$ cat src/rtl/core/aci_pkg.sv
// ----------------------------------------------------------------------------
// aci_pkg
// Shared constants, types and tables for the aerodynamic coefficient
// trilinear interpolator: grid geometry, reciprocals, corner values.
// ----------------------------------------------------------------------------
package aci_pkg;

    // Number formats
    localparam int IN_FRAC_BITS   = 16;
    localparam int COEF_FRAC_BITS = 30;
    localparam int CORNER_BITS    = 30;
    localparam int T_BITS         = 16;

    localparam int IN_W   = 24;
    localparam int C_W    = 31;
    localparam int T_W    = T_BITS + 1;
    localparam int V_W    = (IN_FRAC_BITS + 6 > IN_W + 1) ? IN_FRAC_BITS + 6 : IN_W + 1;
    localparam int D_W    = IN_FRAC_BITS + 4;
    localparam int RCP_W  = 32;
    localparam int PR_W   = D_W + RCP_W;
    localparam int RND_SH = IN_FRAC_BITS + 16;
    localparam int P_W    = PR_W + 1 - RND_SH;
    localparam int M_W    = C_W + 1 + T_W + 1;

    localparam int COEF_SHIFT  = CORNER_BITS - COEF_FRAC_BITS;
    localparam int COEF_RND_SH = (COEF_SHIFT > 0) ? COEF_SHIFT - 1 : 0;

    localparam logic [T_W-1:0] T_ONE = T_W'(1) << T_BITS;

    // Grid: lowest point and step of each axis, in whole units
    localparam int MACH_LO    = 3;
    localparam int MACH_STEP  = 2;
    localparam int ALPHA_LO   = -15;
    localparam int ALPHA_STEP = 15;
    localparam int BETA_LO    = -6;
    localparam int BETA_STEP  = 6;

    // round(2^32 / step)
    localparam logic [RCP_W-1:0] MACH_RCP  = 32'h8000_0000;
    localparam logic [RCP_W-1:0] ALPHA_RCP = 32'd286331153;
    localparam logic [RCP_W-1:0] BETA_RCP  = 32'd715827883;

    // Pipeline stage numbering
    localparam int ST_CLAMP = 0;
    localparam int ST_MUL   = 1;
    localparam int ST_FRAC  = 2;
    localparam int ST_CORN  = 3;
    localparam int ST_MACH  = 4;
    localparam int ST_ALPHA = 6;
    localparam int ST_BETA  = 8;
    localparam int ST_OUT   = 10;
    localparam int N_STAGES = 11;

    typedef enum logic [1:0] {
        AXIS_MACH,
        AXIS_ALPHA,
        AXIS_BETA
    } t_axis;

    typedef struct packed {
        logic clamp;
        logic mul;
        logic rnd;
    } t_loc_en;

    typedef struct packed {
        logic mul;
        logic add;
    } t_lerp_en;

    // Corner values in Q1.30, indexed [coefficient][mach][alpha][beta].
    localparam logic signed [C_W-1:0] CORNER_TAB [3][3][3][3] = '{
        '{ // lift
            '{ '{9341554, 9341554, 9341554},
               '{128849019, 128849019, 128849019},
               '{248356484, 248356484, 248356484} },
            '{ '{16106127, 16106127, 16106127},
               '{128849019, 128849019, 128849019},
               '{241591910, 241591910, 241591910} },
            '{ '{22870701, 22870701, 22870701},
               '{128849019, 128849019, 128849019},
               '{234827337, 234827337, 234827337} }
        },
        '{ // drag
            '{ '{69202661, 67914170, 69202661},
               '{32963874, 31675384, 32963874},
               '{69202661, 67914170, 69202661} },
            '{ '{72423886, 71135396, 72423886},
               '{36185099, 34896609, 36185099},
               '{72423886, 71135396, 72423886} },
            '{ '{75645112, 74356621, 75645112},
               '{39406325, 38117835, 39406325},
               '{75645112, 74356621, 75645112} }
        },
        '{ // side force
            '{ '{-12884902, 0, 12884902},
               '{-12884902, 0, 12884902},
               '{-12884902, 0, 12884902} },
            '{ '{-12884902, 0, 12884902},
               '{-12884902, 0, 12884902},
               '{-12884902, 0, 12884902} },
            '{ '{-12884902, 0, 12884902},
               '{-12884902, 0, 12884902},
               '{-12884902, 0, 12884902} }
        }
    };

    function automatic logic signed [V_W-1:0] axis_lo(input t_axis axis);
        logic signed [V_W-1:0] res;
        unique case (axis)
            AXIS_MACH:  res = V_W'(MACH_LO * (1 << IN_FRAC_BITS));
            AXIS_ALPHA: res = V_W'(ALPHA_LO * (1 << IN_FRAC_BITS));
            AXIS_BETA:  res = V_W'(BETA_LO * (1 << IN_FRAC_BITS));
            default:    res = V_W'(BETA_LO * (1 << IN_FRAC_BITS));
        endcase
        return res;
    endfunction

    function automatic logic signed [V_W-1:0] axis_step(input t_axis axis);
        logic signed [V_W-1:0] res;
        unique case (axis)
            AXIS_MACH:  res = V_W'(MACH_STEP * (1 << IN_FRAC_BITS));
            AXIS_ALPHA: res = V_W'(ALPHA_STEP * (1 << IN_FRAC_BITS));
            AXIS_BETA:  res = V_W'(BETA_STEP * (1 << IN_FRAC_BITS));
            default:    res = V_W'(BETA_STEP * (1 << IN_FRAC_BITS));
        endcase
        return res;
    endfunction

    function automatic logic [RCP_W-1:0] axis_recip(input t_axis axis);
        logic [RCP_W-1:0] res;
        unique case (axis)
            AXIS_MACH:  res = MACH_RCP;
            AXIS_ALPHA: res = ALPHA_RCP;
            AXIS_BETA:  res = BETA_RCP;
            default:    res = BETA_RCP;
        endcase
        return res;
    endfunction

    function automatic logic signed [C_W-1:0] corner(input logic [1:0] coef,
                                                     input logic [1:0] im,
                                                     input logic [1:0] ia,
                                                     input logic [1:0] ib);
        return CORNER_TAB[coef][im][ia][ib];
    endfunction

    // Rescales a Q1.30 value to the output fraction width, rounding half up.
    function automatic logic signed [C_W-1:0] coef_round(input logic signed [C_W-1:0] x);
        logic signed [C_W:0] y;
        y = {x[C_W-1], x} + ((C_W + 1)'(1) <<< COEF_RND_SH);
        if (COEF_SHIFT == 0) begin
            return x;
        end
        return C_W'(y >>> COEF_SHIFT);
    endfunction

endpackage

$ cat src/rtl/core/aci_lerp.sv
// ----------------------------------------------------------------------------
// aci_lerp
// Two-stage linear interpolation a + round((b - a) * t / 2^16) in Q1.30:
// multiply in the first stage, round and add in the second.
// ----------------------------------------------------------------------------
module aci_lerp import aci_pkg::*; (
    input  logic                  i_clk,
    input  t_lerp_en              i_en,
    input  logic signed [C_W-1:0] i_a,
    input  logic signed [C_W-1:0] i_b,
    input  logic        [T_W-1:0] i_t,
    output logic signed [C_W-1:0] o_y
);

    logic signed   [C_W:0] diff;
    logic signed   [T_W:0] ts;
    logic signed [M_W-1:0] n_prod, r_prod;
    logic signed [M_W-1:0] rnd, shifted;
    logic signed [C_W-1:0] r_a, n_y, r_y;

    always_comb begin
        diff   = {i_b[C_W-1], i_b} - {i_a[C_W-1], i_a};
        ts     = {1'b0, i_t};
        n_prod = diff * ts;
    end

    // The interpolated value lies between the corners, so the low bits of the
    // rounded step are enough.
    always_comb begin
        rnd     = r_prod + (M_W'(1) <<< (T_BITS - 1));
        shifted = rnd >>> T_BITS;
        n_y     = r_a + shifted[C_W-1:0];
    end

    always_ff @(posedge i_clk) begin
        if (i_en.mul) begin
            r_prod <= n_prod;
            r_a    <= i_a;
        end
        if (i_en.add) begin
            r_y <= n_y;
        end
    end

    assign o_y = r_y;

endmodule

$ cat config.mk
export PLATFORM = sky130hd
export DESIGN_NAME = aci_lerp
export DESIGN_NICKNAME = d
export VERILOG_FILES = /design/src/rtl/core/aci_pkg.sv /design/src/rtl/core/aci_lerp.sv
export SDC_FILE = /design/constraint.sdc
export NUM_CORES = 2
export LEC_CHECK = 0
export BUFFER_PORTS_ARGS = -buffer_cell sky130_fd_sc_hd__buf_2
export CELL_PAD_IN_SITES_DETAIL_PLACEMENT = 1
export CELL_PAD_IN_SITES_GLOBAL_PLACEMENT = 1
export CORE_MARGIN = 5
export CORE_UTILIZATION = 45
export DETAILED_ROUTE_END_ITERATION = 8
export HOLD_SLACK_MARGIN = 0.03
export PLACE_DENSITY = 0.75
export SLEW_MARGIN = 20
export SYNTH_ARGS = -nofsm -noshare
export SYNTH_HDL_FRONTEND = slang
export SYNTH_SLANG_ARGS = --single-unit
$ cat constraint.sdc
create_clock -name i_clk -period 17.7 [get_ports i_clk]
set_input_delay 0.885 -clock i_clk [delete_from_list [all_inputs] [get_ports i_clk]]
set_output_delay 0.885 -clock i_clk [all_outputs]
set_load 0.01 [all_outputs]
==> out/qor.yml <==
logic_synthesis:
  ys.flop_type: "edfxtp_1"
  synth_warnings: 0
  synth_edf_count: 94
  async_flop_share_pct: 0
  synth.most_common_cell: "inv_1"
  syn-cell-area_sq_um: 24900
  synth_area_leaders: "fa_1 (40%), edfxtp_1 (11%), inv_1 (9.6%)"
  syn_inst: 2734
  synth_common_cells: "inv_1 (638), fa_1 (501), nand2_1 (321), and2_1 (230), ha_1 (170)"
  syn_nets: 3487
  ys_seq_area_share_pct: 11.3
  synth_seq_cells: 94
  syn_avg_cell_area_sq_um: 9.10
  ys_types: 61
  netlist.area_leader.share_pct: 40.3
  synth_top_area_cell: "fa_1"
setup_path:
  worst-path-max-fanout: 17
  crit-reg2reg-capture: "o_y[28]"
  cp_common_cell: "fa_1"
  regToRegSetupSlack_ns: 12.92
  critical_path.endpoint_type: "register"
  path_class: "in2reg"
  crit_slowest_cell: "xnor2_2"
  crit_path_start_kind: "primary input"
  crit_path_max_incr_delay_ns: 0.74
  r2r_start: "r_prod[17]"
  crit_arrival_ns: 10.25
  worstPathRequired_ns: 17.82
  rr_worst_depth: 20
place:
  placed_area_sq_um: 26300
  hpwl_mm: 58.0
  placedCellCount: 3512
  port_buffers: 112
  gp_congestion: 0.900
clock_network:
  hold_buffers: 0
  post_cts_buffers: 0
  cts_root_buffer: "clkbuf_16"
  cts_tree: "yes"
  cts_resized: 0
  cts.clk_slew.worst_paths_ns: 0.07
  clock-sinks: 94
  cts_buffer_depth: 2
  htreeDepth: 3
  clk_latency_ns: 0.38
  cts_buffers: 9
finish:
  fin_cells: 3528
  area_growth_pct: 6.94
  final_area_sq_um: 26600
  diodes: 0
  layout-drive-gt1-share_pct: 6.76
  fillers: 6452
  multi_input_area_sq_um: 19300
  ff_latch_area_sq_um: 2820
  nets: 3528
timing:
  fin_worst_skew_ns: 0.0112
  max_freq_mhz: 98.7
  maxSlewHeadroom_pct: 24.7
  setup_violations: 0
  hold_viol_final: 0
  rsz0062_at_grt: "false"
  worst_pin_slew_ns: 1.13
  tns_ns: 0
  final_max_slew_viol_count: 0
  finalCritPeriodShare_pct: 57.2
  min_period_ns: 10.13
floorplanning:
  die_w_um: 245
  dieArea_sq_um: 60100
  core_sq_um: 55000
  row_count: 86
  start_util_pct: 45.3
  fp.dieH_um: 245
  io_pins: 113
global_routing:
  grt_usage_pct: 25.7
  grt_pass1_vias: 22400
  grt_overflow_total: 0
  antenna_found_initial: 1
  grt_pass1_wl_mm: 121
  grt_max_degree: 64
detailed_routing:
  avgViaCountPerCell: 5.42
  avgRoutedWirePerCell_um: 21.5
  firstDrtPassIters: 6
  num_vias: 19100
  ant_nets: 0
  drt-initial-drc-count: 1001
  drc_errors: 0
  drt_wl_total_mm: 75.7
min_path:
  hold_class: "reg2reg"
  holdPathEnd: "o_y[0]"
  holdCritStartpoint: "r_a[0]"
  holdPathStages: 1
flow_run:
  drv_cap: 0
outcome:
  status: "complete, no violations"
==> cells in the final DEF (no fill, tap or decap), drive strengths merged, types with 32 or more instances in the layout <==
cell | netlist | final
inv | 642 | 643
fa | 501 | 501
nand2 | 321 | 321
and2 | 230 | 230
ha | 170 | 170
buf | 0 | 147
xnor2 | 99 | 99
edfxtp | 94 | 94
a21oi | 80 | 80
nor2 | 53 | 53
o21ai | 47 | 47
a21o | 43 | 43
nor2b | 38 | 38
nand3 | 32 | 32
nand4 | 32 | 32
nand2b | 32 | 32
==> cell families (layout without fill, tap and decap cells) <==
logic type / after synthesis / in the layout / share of synthesized area (%)
xor gates and xnor gates: 129 / 129 / 4.60
AOI/OAI and AO/OA: 296 / 296 / 7.86
adders and majority gates: 671 / 671 / 48.8
buffers and inverters: 759 / 805 / 11.4
DFF: 94 / 94 / 11.3
and+or+nand+nor: 785 / 785 / 15.9
==> routing by layer <==
| layer | track usage (%) | share of wire (%) |
|---|---|---|
| met3 | 3.46 | 5.8 |
| met4 | 7.31 | 2.9 |
| met1 | 33.6 | 41 |
| met2 | 45.1 | 50 |
| met5 | 0 | 0 |
==> state kept, by name, summed over array words and instances (netlist names) <==
signal and count:
o_y 31, r_a 31, r_prod 32
==> final cells by class <==
type	instances	area share, %
clock buffer	10	0.860
inverter	642	9.05
sequential	94	10.6
multi-input combinational	1881	72.6
tap	748	3.52
clock inverter	6	0.263
timing repair buffer	147	3.09
==> worst max path at each step <==
stage                     startpoint  slack (ns)    endpoint  cells past startpoint
after CTS                     i_a[0]        7.62  r_prod[46]                     29
final                         i_a[0]        7.57  r_prod[46]                     29
after global placement        i_a[0]        7.66  r_prod[46]                     29
after global routing          i_a[0]        7.32  r_prod[46]                     29
after detailed placement      i_a[0]        7.24  r_prod[46]                     29
after floorplan               i_b[0]        8.83  r_prod[46]                     30
==> metrics by stage <==
| stage | setup WS (ns) | util, % | hold slack [ns] |
|---|---|---|---|
| floorplan | 8.83 | - | 0.526 |
| finish | 7.57 | 48.4 | 0.631 |
| global placement | 7.66 | 47.8 | 0.580 |
| global route | 7.32 | 48.4 | 0.654 |
| CTS | 7.62 | 48.4 | 0.637 |
| detailed placement | 7.24 | 47.8 | 0.606 |
==> critical path, delay by kind of cell <==
| family | cells | cell delay [ns] |
|---|---|---|
| compound gates | 11 | 3.34 |
| xor+xnor | 3 | 1.36 |
| fa+ha+maj | 9 | 4.03 |
| buf+inv | 4 | 0.28 |
| simple gates | 2 | 0.35 |
Power is left out: the tool's default activity adds up to more than one toggle a clock period on the data nets, which glitch-free logic cannot reach.
