### config.mk
export PLATFORM = sky130hd
export DESIGN_NAME = aci_locate
export DESIGN_NICKNAME = d
export VERILOG_FILES = /design/src/rtl/core/aci_pkg.sv /design/src/rtl/core/aci_locate.sv
export SDC_FILE = /design/constraint.sdc
export NUM_CORES = 1
export LEC_CHECK = 0
export BUFFER_PORTS_ARGS = -buffer_cell sky130_fd_sc_hd__buf_4
export CORE_MARGIN = 2
export CORE_UTILIZATION = 23
export CTS_BUF_LIST = sky130_fd_sc_hd__clkbuf_4
export DETAILED_ROUTE_END_ITERATION = 6
export GPL_TIMING_DRIVEN = 0
export PLACE_DENSITY = 0.47
export SYNTH_ARGS = -nofsm -noshare
export SYNTH_HDL_FRONTEND = slang
export SYNTH_SLANG_ARGS = --single-unit
### constraint.sdc
create_clock -name i_clk -period 20.7 [get_ports i_clk]
set_clock_uncertainty 0.05 [all_clocks]
set_input_delay 1.035 -clock i_clk [delete_from_list [all_inputs] [get_ports i_clk]]
set_output_delay 1.035 -clock i_clk [all_outputs]
set_load 0.05 [all_outputs]
### src/rtl/core/aci_pkg.sv
// ----------------------------------------------------------------------------
// aci_pkg
// Shared constants, types and tables for the aerodynamic coefficient
// trilinear interpolator: grid geometry, reciprocals, corner values.
// ----------------------------------------------------------------------------
package aci_pkg;

    // Number formats
    localparam int IN_FRAC_BITS   = 16;
    localparam int COEF_FRAC_BITS = 30;
    localparam int CORNER_BITS    = 30;
    localparam int T_BITS         = 16;

    localparam int IN_W   = 24;
    localparam int C_W    = 31;
    localparam int T_W    = T_BITS + 1;
    localparam int V_W    = (IN_FRAC_BITS + 6 > IN_W + 1) ? IN_FRAC_BITS + 6 : IN_W + 1;
    localparam int D_W    = IN_FRAC_BITS + 4;
    localparam int RCP_W  = 32;
    localparam int PR_W   = D_W + RCP_W;
    localparam int RND_SH = IN_FRAC_BITS + 16;
    localparam int P_W    = PR_W + 1 - RND_SH;
    localparam int M_W    = C_W + 1 + T_W + 1;

    localparam int COEF_SHIFT  = CORNER_BITS - COEF_FRAC_BITS;
    localparam int COEF_RND_SH = (COEF_SHIFT > 0) ? COEF_SHIFT - 1 : 0;

    localparam logic [T_W-1:0] T_ONE = T_W'(1) << T_BITS;

    // Grid: lowest point and step of each axis, in whole units
    localparam int MACH_LO    = 3;
    localparam int MACH_STEP  = 2;
    localparam int ALPHA_LO   = -15;
    localparam int ALPHA_STEP = 15;
    localparam int BETA_LO    = -6;
    localparam int BETA_STEP  = 6;

    // round(2^32 / step)
    localparam logic [RCP_W-1:0] MACH_RCP  = 32'h8000_0000;
    localparam logic [RCP_W-1:0] ALPHA_RCP = 32'd286331153;
    localparam logic [RCP_W-1:0] BETA_RCP  = 32'd715827883;

    // Pipeline stage numbering
    localparam int ST_CLAMP = 0;
    localparam int ST_MUL   = 1;
    localparam int ST_FRAC  = 2;
    localparam int ST_CORN  = 3;
    localparam int ST_MACH  = 4;
    localparam int ST_ALPHA = 6;
    localparam int ST_BETA  = 8;
    localparam int ST_OUT   = 10;
    localparam int N_STAGES = 11;

    typedef enum logic [1:0] {
        AXIS_MACH,
        AXIS_ALPHA,
        AXIS_BETA
    } t_axis;

    typedef struct packed {
        logic clamp;
        logic mul;
        logic rnd;
    } t_loc_en;

    typedef struct packed {
        logic mul;
        logic add;
    } t_lerp_en;

    // Corner values in Q1.30, indexed [coefficient][mach][alpha][beta].
    localparam logic signed [C_W-1:0] CORNER_TAB [3][3][3][3] = '{
        '{ // lift
            '{ '{9341554, 9341554, 9341554},
               '{128849019, 128849019, 128849019},
               '{248356484, 248356484, 248356484} },
            '{ '{16106127, 16106127, 16106127},
               '{128849019, 128849019, 128849019},
               '{241591910, 241591910, 241591910} },
            '{ '{22870701, 22870701, 22870701},
               '{128849019, 128849019, 128849019},
               '{234827337, 234827337, 234827337} }
        },
        '{ // drag
            '{ '{69202661, 67914170, 69202661},
               '{32963874, 31675384, 32963874},
               '{69202661, 67914170, 69202661} },
            '{ '{72423886, 71135396, 72423886},
               '{36185099, 34896609, 36185099},
               '{72423886, 71135396, 72423886} },
            '{ '{75645112, 74356621, 75645112},
               '{39406325, 38117835, 39406325},
               '{75645112, 74356621, 75645112} }
        },
        '{ // side force
            '{ '{-12884902, 0, 12884902},
               '{-12884902, 0, 12884902},
               '{-12884902, 0, 12884902} },
            '{ '{-12884902, 0, 12884902},
               '{-12884902, 0, 12884902},
               '{-12884902, 0, 12884902} },
            '{ '{-12884902, 0, 12884902},
               '{-12884902, 0, 12884902},
               '{-12884902, 0, 12884902} }
        }
    };

    function automatic logic signed [V_W-1:0] axis_lo(input t_axis axis);
        logic signed [V_W-1:0] res;
        unique case (axis)
            AXIS_MACH:  res = V_W'(MACH_LO * (1 << IN_FRAC_BITS));
            AXIS_ALPHA: res = V_W'(ALPHA_LO * (1 << IN_FRAC_BITS));
            AXIS_BETA:  res = V_W'(BETA_LO * (1 << IN_FRAC_BITS));
            default:    res = V_W'(BETA_LO * (1 << IN_FRAC_BITS));
        endcase
        return res;
    endfunction

    function automatic logic signed [V_W-1:0] axis_step(input t_axis axis);
        logic signed [V_W-1:0] res;
        unique case (axis)
            AXIS_MACH:  res = V_W'(MACH_STEP * (1 << IN_FRAC_BITS));
            AXIS_ALPHA: res = V_W'(ALPHA_STEP * (1 << IN_FRAC_BITS));
            AXIS_BETA:  res = V_W'(BETA_STEP * (1 << IN_FRAC_BITS));
            default:    res = V_W'(BETA_STEP * (1 << IN_FRAC_BITS));
        endcase
        return res;
    endfunction

    function automatic logic [RCP_W-1:0] axis_recip(input t_axis axis);
        logic [RCP_W-1:0] res;
        unique case (axis)
            AXIS_MACH:  res = MACH_RCP;
            AXIS_ALPHA: res = ALPHA_RCP;
            AXIS_BETA:  res = BETA_RCP;
            default:    res = BETA_RCP;
        endcase
        return res;
    endfunction

    function automatic logic signed [C_W-1:0] corner(input logic [1:0] coef,
                                                     input logic [1:0] im,
                                                     input logic [1:0] ia,
                                                     input logic [1:0] ib);
        return CORNER_TAB[coef][im][ia][ib];
    endfunction

    // Rescales a Q1.30 value to the output fraction width, rounding half up.
    function automatic logic signed [C_W-1:0] coef_round(input logic signed [C_W-1:0] x);
        logic signed [C_W:0] y;
        y = {x[C_W-1], x} + ((C_W + 1)'(1) <<< COEF_RND_SH);
        if (COEF_SHIFT == 0) begin
            return x;
        end
        return C_W'(y >>> COEF_SHIFT);
    endfunction

endpackage

### src/rtl/core/aci_locate.sv
// ----------------------------------------------------------------------------
// aci_locate
// Three-stage grid locator: clamps one axis value, picks the cell and
// turns the offset into a Q1.16 fraction by a constant-reciprocal multiply.
// ----------------------------------------------------------------------------
module aci_locate import aci_pkg::*; (
    input  logic                  i_clk,
    input  t_axis                 i_axis,
    input  t_loc_en               i_en,
    input  logic signed [V_W-1:0] i_value,
    output logic                  o_idx,
    output logic        [T_W-1:0] o_t
);

    logic signed [V_W-1:0] lo, st, mid, hi, v, diff;
    logic                  n_idx_a;
    logic        [D_W-1:0] n_d;
    logic        [D_W-1:0] r_d;
    logic                  r_idx_a, r_idx_b, r_idx_c;
    logic       [PR_W-1:0] n_prod, r_prod;
    logic         [PR_W:0] rnd_sum;
    logic        [P_W-1:0] q;
    logic        [T_W-1:0] n_t, r_t;

    // Clamp and cell selection. A value on the middle point takes the lower
    // cell with a full fraction.
    always_comb begin
        lo  = axis_lo(i_axis);
        st  = axis_step(i_axis);
        mid = lo + st;
        hi  = mid + st;
        v   = i_value;
        if (v < lo) begin
            v = lo;
        end
        if (v > hi) begin
            v = hi;
        end
        if (v <= mid) begin
            n_idx_a = 1'b0;
            diff    = v - lo;
        end else begin
            n_idx_a = 1'b1;
            diff    = v - mid;
        end
        n_d = diff[D_W-1:0];
    end

    always_comb begin
        n_prod = {{RCP_W{1'b0}}, r_d} * {{D_W{1'b0}}, axis_recip(i_axis)};
    end

    always_comb begin
        rnd_sum = {1'b0, r_prod} + ((PR_W + 1)'(1) << (RND_SH - 1));
        q       = rnd_sum[PR_W:RND_SH];
        if (q > P_W'(T_ONE)) begin
            n_t = T_ONE;
        end else begin
            n_t = q[T_W-1:0];
        end
    end

    always_ff @(posedge i_clk) begin
        if (i_en.clamp) begin
            r_d     <= n_d;
            r_idx_a <= n_idx_a;
        end
        if (i_en.mul) begin
            r_prod  <= n_prod;
            r_idx_b <= r_idx_a;
        end
        if (i_en.rnd) begin
            r_t     <= n_t;
            r_idx_c <= r_idx_b;
        end
    end

    assign o_idx = r_idx_c;
    assign o_t   = r_t;

endmodule

==> metrics.yaml <==
detailed_routing:
  wire_per_inst_um: 13.85
  drc: 0
  drt-pass1-iter-count: 4
  viasPerCell: 4.101
  vias: 8289
  ant_nets: 0
  detailedRoute.firstIterationViolations: 347
  routed_wl_mm: 27.99
timing:
  fin_crit_ns: 8.749
  relSlewSlack_pct: 44.31
  timing.fmax_ghz: 0.1143
  hold_viol_final: 0
  grt_setup_unrepaired: "false"
  hold_slack_ns: 0.3714
  fin_setup_tns_ns: 0
  setup_viol: 0
  post-route-period-util_pct: 42.26
  worst_pin_slew_ns: 0.8345
  drv_slew: 0
run_status:
  outcome: "finished, final reports clean"
yosys:
  yosysWarnings: 0
  async_flop_share_pct: 0
  synth_cells: 1249
  synth_area_um2: 12430
  synth_edf_count: 61
  syn_avg_cell_area_um2: 9.956
  synth_cell_type_count: 64
  synthTopCellsByArea: "fa_1, ha_1, edfxtp_1, inv_1, and2_1"
  synthFlopType: "edfxtp_1"
  ys_seq_area_share_pct: 14.73
  ys_seq_elements: 61
  post-synth-top-area-fraction_pct: 31.72
  yosys.area.top_type: "fa_1"
clock_tree:
  post_cts_buffers: 0
  cts.htree.levels: 3
  clk_latency_ns: 0.49
  path_clk_slew_ns: 0.11
  cts-root-buf: "clkbuf_4"
  clock_sink_count: 61
  clockBufferDepth: 2
  ctsResizeCount: 0
  cts_hold_buf: 0
  tritoncts: "done"
  numCtsBuffers: 9
floorplanning:
  core_area_um2: 53600
  die_w_um: 236.5
  pin_count: 49
  die_y_um: 236.5
  row_count: 85
  die-area_um2: 55940
  start_util_pct: 23.20
hold_path:
  hold_class: "flip-flop to flip-flop"
critical_path:
  crit_fanout: 10
  reg2reg_slack_ns: 13.14
  crit_path_end_kind: "flip-flop"
  startpoint_type: "input port"
  worstSetupPathType: "input port to flip-flop"
  cp.required_ns: 20.88
  critPathArrivalTime_ns: 8.93
global_route:
  grt_overflow: 0
  grt_antenna_before_repair: 2
  grt_max_degree: 23
  grt_pass1_vias: 8757
  track_usage_pct: 10.47
  grt_pass1_wl_mm: 45.92
placed_design:
  io_buffers: 47
  post_dp_cell_area_um2: 13700
  post-dp-hpwl_mm: 25.60
  gp_congestion: 0.8667
layout:
  drive_gt1_share_pct: 6.803
  postLayoutCellArea_um2: 13820
  multi_input_area_um2: 9453
  synthToLayoutAreaGrowth_pct: 11.15
  finalCoreUtilization_pct: 25.78
  final.fill_count: 5838
  nets: 1755
  area.sequential_um2: 1832
job:
  cap_violations: 0
-- sequential cells by signal, indices dropped and copies added, names as in the netlist --
name and cells:
o_idx 1, o_t 17, r_d 20, r_idx_a 1
r_idx_b 1, r_prod 21
-- placed cells by master, fill, tap and decap left out, types with 3 or more instances in the layout --
| master | n |
|---|---|
| ha_1 | 209 |
| and2_1 | 87 |
| o21ai_0 | 24 |
| a31oi_1 | 10 |
| buf_4 | 50 |
| clkbuf_4 | 9 |
| clkinv_2 | 3 |
| inv_1 | 293 |
| nand3_1 | 20 |
| o22ai_1 | 3 |
| o21a_1 | 10 |
| nor4_1 | 9 |
| clkbuf_1 | 14 |
| and3_1 | 5 |
| o221ai_1 | 3 |
| nor2_1 | 60 |
| conb_1 | 13 |
| or2_2 | 3 |
| o211ai_1 | 5 |
| a211oi_1 | 5 |
| a21oi_1 | 42 |
| nand4_1 | 9 |
| nor2b_1 | 12 |
| fa_1 | 197 |
| a21o_1 | 16 |
| edfxtp_1 | 61 |
| o21bai_1 | 4 |
| nor3_1 | 10 |
| xnor2_1 | 27 |
| xor2_1 | 14 |
| nand2_1 | 49 |
-- synthesized netlist by cell type, types with 4 or more instances --
master / n
a211oi_1: 5
a21o_1: 16
a21oi_1: 42
a31oi_1: 10
and2_1: 87
and3_1: 5
clkbuf_1: 14
edfxtp_1: 61
fa_1: 197
ha_1: 209
inv_1: 293
nand2_1: 49
nand3_1: 20
nand4_1: 9
nor2_1: 60
nor2b_1: 12
nor3_1: 10
nor4_1: 9
o211ai_1: 5
o21a_1: 10
o21ai_0: 24
o21bai_1: 4
xnor2_1: 27
xor2_1: 14
-- worst paths after layout --
| kind | startpoint | endpoint | depth (start not counted) |
|---|---|---|---|
| max | i_axis[1] | r_prod[51]$_DFFE_PP_ | 25 |
| min | r_idx_b$_DFFE_PP_ | o_idx$_DFFE_PP_ | 0 |
| max reg2reg | r_d[5]$_DFFE_PP_ | r_prod[51]$_DFFE_PP_ | 22 |
| min reg2reg | r_idx_b$_DFFE_PP_ | o_idx$_DFFE_PP_ | 0 |
-- metrics by stage --
stage          setup WS [ns]  cells
3_3_place_gp           11.34   2003
6_report               11.95   2021
4_1_cts                11.85   2019
2_1_floorplan          12.72   1260
3_5_place_dp           11.33   2003
5_1_grt                11.41   2021
-- metal layers --
metal | vias up | wire (µm) | global-route usage (%)
met4 | 0 | 350 | 2.052
met5 | - | 0 | 0
met2 | 148 | 12120 | 16.15
li1 | 4140 | - | -
met3 | 20 | 1160 | 2.203
met1 | 3981 | 14360 | 15.08
-- final cells by class --
type	count	share of cell area (%)
flip-flops and latches	61	13.25
well taps	696	6.301
repair buffers	47	2.553
inverters	293	7.958
diodes	2	0.03621
multi-input cells	887	68.40
clock buffers	9	0.4889
clock inverters	7	0.3531
plain buffers	19	0.6609
-- worst max-delay path, cell delays in order --
cell	delay, ns
buf_4	0.11
buf_4	0.17
nor2b_1	0.50
clkbuf_1	0.51
nand2_1	0.15
fa_1	0.54
fa_1	0.56
inv_1	0.09
fa_1	0.55
inv_1	0.10
fa_1	0.56
fa_1	0.56
inv_1	0.06
fa_1	0.55
fa_1	0.46
ha_1	0.36
nand3_1	0.16
nor2_1	0.08
a2111oi_2	0.50
o211a_1	0.22
o21a_1	0.25
o2111ai_2	0.19
or3_1	0.36
a31oi_1	0.21
xnor2_1	0.08
-- kinds of logic after synthesis --
group | after synthesis | synth area share [%]
fa+ha+maj | 406 | 52.75
simple gates | 284 | 12.19
compound gates | 141 | 7.597
buf+inv | 312 | 9.579
other cells | 2 | 0.06040
flops | 61 | 14.73
xor+xnor | 41 | 2.888
mux | 2 | 0.2113
Power is left out: the tool's default activity adds up to more than one toggle a clock period on the data nets, which glitch-free logic cannot reach.
